--- src/rtl/core/sgcg_pkg.sv ---
`timescale 1ns / 1ps
`default_nettype none

package sgcg_pkg;

   // field widths
   localparam int CODE_W  = 8;
   localparam int ROW_W   = 2;
   localparam int ADDR_W  = 11;
   localparam int BYTE_W  = 8;
   localparam int SCALE_W = 3;
   localparam int CSR_IDX_W = 3;
   localparam int STORE_DEPTH = 2048;

   // opcodes
   localparam logic OP_WRITE  = 1'b0;
   localparam logic OP_RENDER = 1'b1;

   // register indexes
   localparam logic [CSR_IDX_W-1:0] REG_FIRST_CODE  = 3'd0;
   localparam logic [CSR_IDX_W-1:0] REG_LAST_CODE   = 3'd1;
   localparam logic [CSR_IDX_W-1:0] REG_SUBST_INDEX = 3'd2;
   localparam logic [CSR_IDX_W-1:0] REG_INDEX_OFFS  = 3'd3;
   localparam logic [CSR_IDX_W-1:0] REG_HSCALE      = 3'd4;
   localparam logic [CSR_IDX_W-1:0] REG_VSCALE      = 3'd5;

   // reset values
   localparam logic [CODE_W-1:0]  RST_FIRST_CODE  = 8'd32;
   localparam logic [CODE_W-1:0]  RST_LAST_CODE   = 8'd126;
   localparam logic [CODE_W-1:0]  RST_SUBST_INDEX = 8'd0;
   localparam logic [CODE_W-1:0]  RST_INDEX_OFFS  = 8'd225;
   localparam logic [SCALE_W-1:0] RST_HSCALE      = 3'd1;
   localparam logic [SCALE_W-1:0] RST_VSCALE      = 3'd1;

   // vertical scale codes
   localparam logic [SCALE_W-1:0] VSCALE_1 = 3'd1;
   localparam logic [SCALE_W-1:0] VSCALE_2 = 3'd2;
   localparam logic [SCALE_W-1:0] VSCALE_4 = 3'd4;

   typedef enum logic [2:0] {
      ST_IDLE,
      ST_SINGLE,
      ST_MAP,
      ST_READ,
      ST_EMIT
   } seq_state_type;

   typedef struct packed {
      logic [CODE_W-1:0]  first_code;
      logic [CODE_W-1:0]  last_code;
      logic [CODE_W-1:0]  substitute_index;
      logic [CODE_W-1:0]  index_offset;
      logic [SCALE_W-1:0] horizontal_scale;
      logic [SCALE_W-1:0] vertical_scale;
   } cfg_type;

   // each of four bits becomes a pair
   function automatic logic [7:0] double_bits(input logic [3:0] v);
      logic [7:0] d;
      d = 8'h00;
      if (v[0]) d = d | 8'h03;
      if (v[1]) d = d | 8'h0C;
      if (v[2]) d = d | 8'h30;
      if (v[3]) d = d | 8'hC0;
      return d;
   endfunction

   function automatic logic [7:0] stretch_row(input logic [7:0] g,
                                              input logic [SCALE_W-1:0] vscale,
                                              input logic [ROW_W-1:0] row);
      logic [7:0] r;
      logic [3:0] nib;
      logic [7:0] sh;
      logic [7:0] d2;
      r = g;
      if (vscale == VSCALE_2) begin
         sh  = g >> {row, 2'b00};
         nib = sh[3:0];
         r   = double_bits(nib);
      end else if (vscale == VSCALE_4) begin
         sh  = g >> {row, 1'b0};
         nib = {2'b00, sh[1:0]};
         d2  = double_bits(nib);
         r   = double_bits(d2[3:0]);
      end
      return r;
   endfunction

endpackage

`default_nettype wire

--- src/rtl/core/sgcg_seq.sv ---
`timescale 1ns / 1ps
`default_nettype none

module sgcg_seq #(
   parameter int GLYPH_COLUMNS = 8,
   parameter int GLYPH_COUNT   = 256,
   parameter int MAX_HSCALE    = 4
) (
   input  wire logic                          clock,
   input  wire logic                          reset,
   input  wire sgcg_pkg::cfg_type             cfg,
   input  wire logic                          req_valid,
   output logic                               req_ready,
   input  wire logic                          req_opcode,
   input  wire logic [sgcg_pkg::CODE_W-1:0]   req_char_code,
   input  wire logic [sgcg_pkg::ROW_W-1:0]    req_page_row,
   input  wire logic [sgcg_pkg::ADDR_W-1:0]   req_mem_address,
   input  wire logic [sgcg_pkg::BYTE_W-1:0]   req_mem_data,
   output logic                               ram_wr_en,
   output logic      [sgcg_pkg::ADDR_W-1:0]   ram_wr_addr,
   output logic      [sgcg_pkg::BYTE_W-1:0]   ram_wr_data,
   output logic                               ram_rd_en,
   output logic      [sgcg_pkg::ADDR_W-1:0]   ram_rd_addr,
   input  wire logic [sgcg_pkg::BYTE_W-1:0]   ram_rd_data,
   output logic                               rsp_valid,
   input  wire logic                          rsp_ready,
   output logic      [sgcg_pkg::BYTE_W-1:0]   rsp_column_byte,
   output logic                               rsp_last,
   output logic                               rsp_error
);
   import sgcg_pkg::*;

   localparam int COL_W = (GLYPH_COLUMNS > 1) ? $clog2(GLYPH_COLUMNS) : 1;
   localparam logic [COL_W-1:0] COL_LAST = COL_W'(GLYPH_COLUMNS - 1);

   // glyph index reduced modulo the glyph count
   logic [CODE_W-1:0] mod_tbl [256];
   for (genvar g = 0; g < 256; g++) begin : g_mod
      assign mod_tbl[g] = CODE_W'(g % GLYPH_COUNT);
   end

   seq_state_type state_ff, state_in;

   logic [CODE_W-1:0]  idx_ff, idx_in;
   logic [ROW_W-1:0]   row_ff, row_in;
   logic [SCALE_W-1:0] hs_ff, hs_in;
   logic               err_ff, err_in;
   logic [ADDR_W-1:0]  base_ff, base_in;
   logic [COL_W-1:0]   col_ff, col_in;
   logic [SCALE_W-1:0] rep_ff, rep_in;

   logic               rsp_valid_ff, rsp_valid_in;
   logic [BYTE_W-1:0]  byte_ff, byte_in;
   logic               last_ff, last_in;
   logic               rerr_ff, rerr_in;

   logic               out_free;
   logic               vs_ok;
   logic               row_bad;
   logic               in_range;
   logic [CODE_W-1:0]  raw_idx;
   logic [SCALE_W-1:0] hs_clamped;
   logic [COL_W-1:0]   col_rd;
   logic               rep_done;
   logic               col_done;

   always_ff @(posedge clock) begin
      if (reset) begin
         state_ff     <= ST_IDLE;
         rsp_valid_ff <= 1'b0;
      end else begin
         state_ff     <= state_in;
         rsp_valid_ff <= rsp_valid_in;
      end
   end

   always_ff @(posedge clock) begin
      idx_ff  <= idx_in;
      row_ff  <= row_in;
      hs_ff   <= hs_in;
      err_ff  <= err_in;
      base_ff <= base_in;
      col_ff  <= col_in;
      rep_ff  <= rep_in;
      byte_ff <= byte_in;
      last_ff <= last_in;
      rerr_ff <= rerr_in;
   end

   always_comb begin
      out_free = !rsp_valid_ff || rsp_ready;
      vs_ok    = (cfg.vertical_scale == VSCALE_1) || (cfg.vertical_scale == VSCALE_2) ||
                 (cfg.vertical_scale == VSCALE_4);
      row_bad  = ({1'b0, req_page_row} >= cfg.vertical_scale);
      in_range = (req_char_code >= cfg.first_code) && (req_char_code <= cfg.last_code);
      raw_idx  = in_range ? CODE_W'(req_char_code + cfg.index_offset)
                          : cfg.substitute_index;
      if (cfg.horizontal_scale == '0) begin
         hs_clamped = SCALE_W'(1);
      end else if (int'(cfg.horizontal_scale) > MAX_HSCALE) begin
         hs_clamped = SCALE_W'(MAX_HSCALE);
      end else begin
         hs_clamped = cfg.horizontal_scale;
      end
      rep_done = (rep_ff == hs_ff - SCALE_W'(1));
      col_done = (col_ff == COL_LAST);

      state_in     = state_ff;
      idx_in       = idx_ff;
      row_in       = row_ff;
      hs_in        = hs_ff;
      err_in       = err_ff;
      base_in      = base_ff;
      col_in       = col_ff;
      rep_in       = rep_ff;
      rsp_valid_in = rsp_valid_ff && !rsp_ready;
      byte_in      = byte_ff;
      last_in      = last_ff;
      rerr_in      = rerr_ff;
      req_ready    = 1'b0;
      ram_wr_en    = 1'b0;
      ram_rd_en    = 1'b0;
      col_rd       = col_ff;

      case (state_ff)
         ST_IDLE: begin
            req_ready = 1'b1;
            if (req_valid) begin
               row_in = req_page_row;
               idx_in = mod_tbl[raw_idx];
               hs_in  = hs_clamped;
               if (req_opcode == OP_WRITE) begin
                  ram_wr_en = 1'b1;
                  err_in    = 1'b0;
                  state_in  = ST_SINGLE;
               end else if (!vs_ok || row_bad) begin
                  err_in   = 1'b1;
                  state_in = ST_SINGLE;
               end else begin
                  err_in   = 1'b0;
                  state_in = ST_MAP;
               end
            end
         end
         ST_SINGLE: begin
            if (out_free) begin
               rsp_valid_in = 1'b1;
               byte_in      = '0;
               last_in      = 1'b1;
               rerr_in      = err_ff;
               state_in     = ST_IDLE;
            end
         end
         ST_MAP: begin
            base_in  = ADDR_W'({{(ADDR_W - CODE_W){1'b0}}, idx_ff} * ADDR_W'(GLYPH_COLUMNS));
            col_in   = '0;
            rep_in   = '0;
            state_in = ST_READ;
         end
         ST_READ: begin
            ram_rd_en = 1'b1;
            state_in  = ST_EMIT;
         end
         ST_EMIT: begin
            if (out_free) begin
               rsp_valid_in = 1'b1;
               byte_in      = stretch_row(ram_rd_data, cfg.vertical_scale, row_ff);
               last_in      = rep_done && col_done;
               rerr_in      = 1'b0;
               if (rep_done) begin
                  rep_in = '0;
                  if (col_done) begin
                     state_in = ST_IDLE;
                  end else begin
                     // fetch the next column while this one goes out
                     col_rd    = col_ff + COL_W'(1);
                     col_in    = col_rd;
                     ram_rd_en = 1'b1;
                  end
               end else begin
                  rep_in = rep_ff + SCALE_W'(1);
               end
            end
         end
         default: begin
            state_in = ST_IDLE;
         end
      endcase
   end

   assign ram_wr_addr     = req_mem_address;
   assign ram_wr_data     = req_mem_data;
   assign ram_rd_addr     = base_ff + ADDR_W'(col_rd);
   assign rsp_valid       = rsp_valid_ff;
   assign rsp_column_byte = byte_ff;
   assign rsp_last        = last_ff;
   assign rsp_error       = rerr_ff;

endmodule

`default_nettype wire

--- config.mk ---
export PLATFORM = sky130hd
export DESIGN_NAME = sgcg_seq
export DESIGN_NICKNAME = d
export VERILOG_FILES = /design/src/rtl/core/sgcg_pkg.sv /design/src/rtl/core/sgcg_seq.sv
export SDC_FILE = /design/constraint.sdc
export NUM_CORES = 1
export LEC_CHECK = 0
export BUFFER_PORTS_ARGS = -buffer_cell sky130_fd_sc_hd__clkbuf_2
export CORE_MARGIN = 5
export CORE_UTILIZATION = 44
export CTS_CLUSTER_SIZE = 20
export DETAILED_ROUTE_END_ITERATION = 6
export MAX_ROUTING_LAYER = met4
export PLACE_DENSITY = 0.77
export RECOVER_POWER = 50
export SKIP_LAST_GASP = 1
export SYNTH_ARGS = -nofsm -noshare
export SYNTH_HDL_FRONTEND = slang
export SYNTH_SLANG_ARGS = --single-unit
--- constraint.sdc ---
create_clock -name clock -period 2.41 [get_ports clock]
set_clock_uncertainty 0.2 [all_clocks]
set_input_delay 0.482 -clock clock [delete_from_list [all_inputs] [get_ports clock]]
set_output_delay 0.482 -clock clock [all_outputs]
set_load 0.02 [all_outputs]
After elaboration in Yosys (flattened, before gate mapping)
Memory sizes are Yosys's and may differ from the RTL's. A register that Yosys moved wholly into a read port is not among the register bits.
Cells that the tools add are included.

operators by class
  add/subtract/negate cells = 5
  $mul = 0
  divide/modulo/power cells = 0
  $lt $le $gt $ge = 4
  equal/unequal tests = 14
  shift-type cells = 2
  mux-type cells = 54
  bitwise gates (word level) = 1
  reduce and logical (&&, ||, !) cells = 20

operators with widths
  operator                                              count
  two-way mux 8 bit                                     7
  two-way mux 3 bit                                     12
  two-way mux 4 bit                                     7
  one-hot mux 8 bit (2 select lines)                    1
  one-hot mux 3 bit (5 select lines)                    1
  two-way mux 1 bit                                     14
  two-way mux 6 bit                                     2
  one-hot mux 3 bit (2 select lines)                    2
  adder 11 x 3 -> 11 bit                                1
  two-way mux 2 bit                                     5
  != test 2 bit (second input constant)                 5
  equality test 3 x 2 -> 1 bit (second input constant)  3
  equality test 3 bit (second input constant)           3
  inverter 8 -> 9 bit                                   1
  adder 8 bit                                           1
  >= comparator 8 bit                                   1
  <= comparator 8 bit                                   1
  >> shifter 8 x 3 -> 2 bit                             1
  >> shifter 8 x 4 -> 4 bit                             1
  adder 3 x 1 -> 3 bit (second input constant)          2
  equality test 3 x 1 -> 1 bit (second input constant)  2
  logical NOT 3 bit                                     2
  one-hot mux 1 bit (2 select lines)                    3
  AND reduction 5 bit                                   1
  other kinds (11)                                      21

storage, ports and cells
  flip-flop bits (word level) = 34
  bits in latches = 0
  RAM bits = 0
  bits in read-only memories = 2048
  input bits = 80
  memories = 1

memories
  memory           depth  bits a word  rd ports  clocked after memory_dff  wr ports  RTL line         RTL
  (no name shown)  256    8            1         1                         0         sgcg_seq.sv:130  idx_in = mod_tbl[raw_idx];

Logic depth before layout (Yosys ltp)
  depth after elaboration = 15
  depth in mapped cells = 8
  mapped depth without buffers = 8

Worst setup path before layout
No wires, ideal clock.

  kind = register -> output
  start = register hs_ff[0]
  end = output ram_rd_addr[1] (netlist bit)
  data arrival time = 1.874 ns
  path slack = -0.146 ns
  cell stages (with the launch flop) = 8
  buffers on the path = 0
  cell sequence = edfxtp_1 inv_1 ha_1 xor3_1 nor3_2 nand2_1 nor2_1 mux2_2

on the way
  longest elaborated chain between the ends = 6

RTL lines
  what                       RTL line         RTL
  start, declared            sgcg_seq.sv:46   logic [SCALE_W-1:0] hs_ff, hs_in;
  start signal, assigned     sgcg_seq.sv:80   hs_ff <= hs_in;
  subtractor 3 x 1 -> 3 bit  sgcg_seq.sv:105  rep_done = (rep_ff == hs_ff - SCALE_W'(1));
  equality test 3 bit        sgcg_seq.sv:105
  two-way mux 3 bit          --
  two-way mux 3 bit          sgcg_seq.sv:165  if (out_free) begin
  two-way mux 3 bit          sgcg_seq.sv:125  case (state_ff)
  adder 11 x 3 -> 11 bit     sgcg_seq.sv:193  assign ram_rd_addr = base_ff + ADDR_W'(col_rd);
  end, declared              sgcg_seq.sv:23   output logic [sgcg_pkg::ADDR_W-1:0] ram_rd_addr,

No other way between the ends.

Worst setup path in the final report
Same ends and word-level chain as after synthesis.

==> impl_results.md <==
* Status: finished, violations left
* Failing checks: negative setup slack
* Layout area overhead at 26.9%
* Routed via count at 2,457
* CTS tree: done
* Port bufs at 85
* Static Leakage at 1.77 nW
* Most common flop cell mapped by yosys: edfxtp_1
* Pwr dens at 474 nW/um^2
* Clock tree sinks at 42
* Multi-input logic area at 1610 sq um
* XOR/XNOR share of the synthesized area at 0.0397
* ANT cells at 0
* Cell taking the most area after synthesis: edfxtp_1
* CP startpoint: hs_ff[0]$_SDFFCE_PN1P_
* Core footprint at 6760 sq um
* DIE HEIGHT at 92.9 um
* Clock slew at reported path FFs at 0.07 ns
* Switch Pwr at 0.480 mW
* Initial antenna violation count at 0
* Final Cycle Share at 1.12
* #FFs+latches synth at 42
* Grt ovf at 0
* Syn. warnings at 0
* Synth Area in Simple Gates at 0.157
* Hold Startpoint: req_page_row[0]
* Seq pwr share at 0.477
* Die ar. at 8630 sq um
* Avg Cell Area, Syn at 10.2 sq um
* Non-filler instance count after layout at 475
* Critical Path RT at 1.73 ns
* Worst Hold Depth at 1
* Register area at 1220 sq um
* Post-DR vias/cell at 5.17
* Worst VDD drop at 229 uV
* MaxCap Viol Count at 0
* Worst r2r src: hs_ff[0]$_SDFFCE_PN1P_
* DP Wirelength at 5330 um
* Met1 WL at 2560 um
* # setup viols final at 4
* Synth async-reset ratio at 0
* Setup ws final at -0.293 ns
* Clock network power share at 0.252
* # fillers at 586
* Minimum clock period at 2.70 ns
* DR top layer: met4
* Placed Instances at 466
* Commonest cells after routing, fill and taps aside: 61 x clkbuf_2, 38 x edfxtp_1, 29 x buf_4, 28 x inv_1, 28 x nand2_1
* Number of global-route vias before repair at 2,532
* Synth top area share at 0.377
* Unrepaired setup endpoints after global routing: true
* Remaining antenna violation count at 0
* CTS H-tree lvls at 2
* Sw frac at 0.264
* Top post-synthesis cells by area: edfxtp_1 38%, ha_1 12%, buf_4 4.7%
* Pint at 1.34 mW
* Worst Setup Start Kind: register
* Number of CTS-inserted buffers at 5
* Post-Synth Adder-Cell Area at 0.131
* Maximum root-to-sink buffer count at 2
* Met3 WL at 550 um
* Leading cell type in the layout, fill and taps excluded: clkbuf_2
* CP Data Arrival Time at 2.02 ns
* Largest net degree at the start of global routing at 15
* Pre-antenna DRT Iters at 4
* Clock latency on the worst-skew pair at 0.29 ns
* Min Hold Slack at 0.208 ns
* Nets at 505
* DR DRC count at 0
* Horiz. Die Dim at 92.9 um
* Num ports at 124
* Mapped Cells at 297
* Worst Hold Class: in -> reg
* Rel. slew slack at 0.669
* Post-synth EDFFs at 38
* CTS Hold Bufs at 0
* Setup crit end kind: primary output
* Root Buffer: clkbuf_8
* Setup TNS at -0.950 ns
* Maximum clock frequency at 370 MHz
* Per-cell routed wire length at 13.5 um
* Mapped Nets at 408
* Largest family of logic cells by synthesized area: simple AND/OR/NAND/NOR gates
* Synth Area in Compound Gates at 0.0973
* Layout cell share with drive strength beyond 1 at 0.352
* First-pass GRT wire length at 10,700 um
* Post-synth cell types at 51
* Routed wire length at 6400 um
* Initial Utilization at 0.447
* DR WL met2 at 3180 um
* Worst setup path class: reg -> out
* Crit Path Max Fanout at 2
* Gate power share at 0.271
* R2R depth at 8
* Final hold viol count at 0
* Global-route usage over all layers at 0.157
* RePlAce Congestion at 0.847
* Syn Std Cell Area at 3020 sq um
* Post-synthesis mux area share at 0.0733
* Fin util at 0.568
* Rows at 30
* Slew @ Worst Pin at 0.496 ns
* Seq/Total Area, Yosys at 0.404
* Slew Limit Fails at 0
* Initial DRC count at 60
critical path, cell delays in order (launching register included):
cell	delay (ns)
edfxtp_1	0.41
inv_2	0.09
ha_4	0.20
xnor2_2	0.13
nor3_2	0.23
nand2_2	0.11
nor2_4	0.14
mux2_4	0.31
buf_6	0.13
cell usage after synthesis, types with 6 or more instances:
cell type / instances
edfxtp_1: 38
o21ai_0: 8
mux2_4: 7
nor3_1: 6
nand2_1: 30
ha_1: 30
clkbuf_1: 7
inv_1: 31
a21oi_1: 17
mux2i_1: 6
buf_4: 19
xnor2_1: 6
nor2_1: 22
metal layers:
metal	global-route usage	vias up
met5	-	-
met2	0.274	101
met1	0.176	1115
li1	-	1221
met3	0.0366	20
met4	0.0513	0
final cells by class:
class	instances	share of cell area
clock buffers	6	0.0215
multi-input cells	197	0.420
repair buffers	117	0.177
flip-flops and latches	42	0.318
well taps	80	0.0261
clock inverters	2	0.00326
inverters	31	0.0336
registers in the layout, indices dropped and copies added, names as in the netlist:
register	flops
base_ff	8
idx_ff	8
rsp_column_byte	8
col_ff	3
hs_ff	3
rep_ff	3
state_ff	3
row_ff	2
err_ff	1
rsp_error	1
rsp_last	1
rsp_valid	1
repair_timing:
action,CTS,global route
cloned,0,0
resized for setup,11,17
pin swaps,4,8
hold endpoints to repair,0,0
setup endpoints to repair,12,12
setup buffers,1,2
cell families after synthesis:
group           after synthesis
compound gates               44
xor+xnor                     12
fa+ha+maj                    31
buf+inv                      58
flops                        42
mux                          16
simple gates                 94
path summary, 6_finish.rpt:
path                                  end  slack, ns
setup / recovery           ram_rd_addr[1]      -0.29
hold / removal        row_ff[0]$_DFFE_PP_       0.21
setup reg to reg  col_ff[0]$_SDFFCE_PN0P_       0.39
hold reg to reg     base_ff[10]$_DFFE_PP_       0.22
power by group through the flow:
stage	logic, mW	registers, mW	clock network [mW]
finish	0.492	0.867	0.457
CTS	0.485	0.866	0.468
global placement	0.460	0.881	0
detailed placement	0.477	0.883	0
global route	0.547	0.871	0.502
floorplan	0.335	0.894	0
per-stage QoR:
stage	setup slack [ns]	total power, mW	area [sq um]
after floorplan	-0.00322	1.23	3080
after detailed placement	-0.415	1.36	3660
after global placement	-0.367	1.34	3660
after CTS	-0.341	1.82	3800
final	-0.293	1.82	3840
after global routing	-0.378	1.92	3840
(Power assumes the default switching activity.)
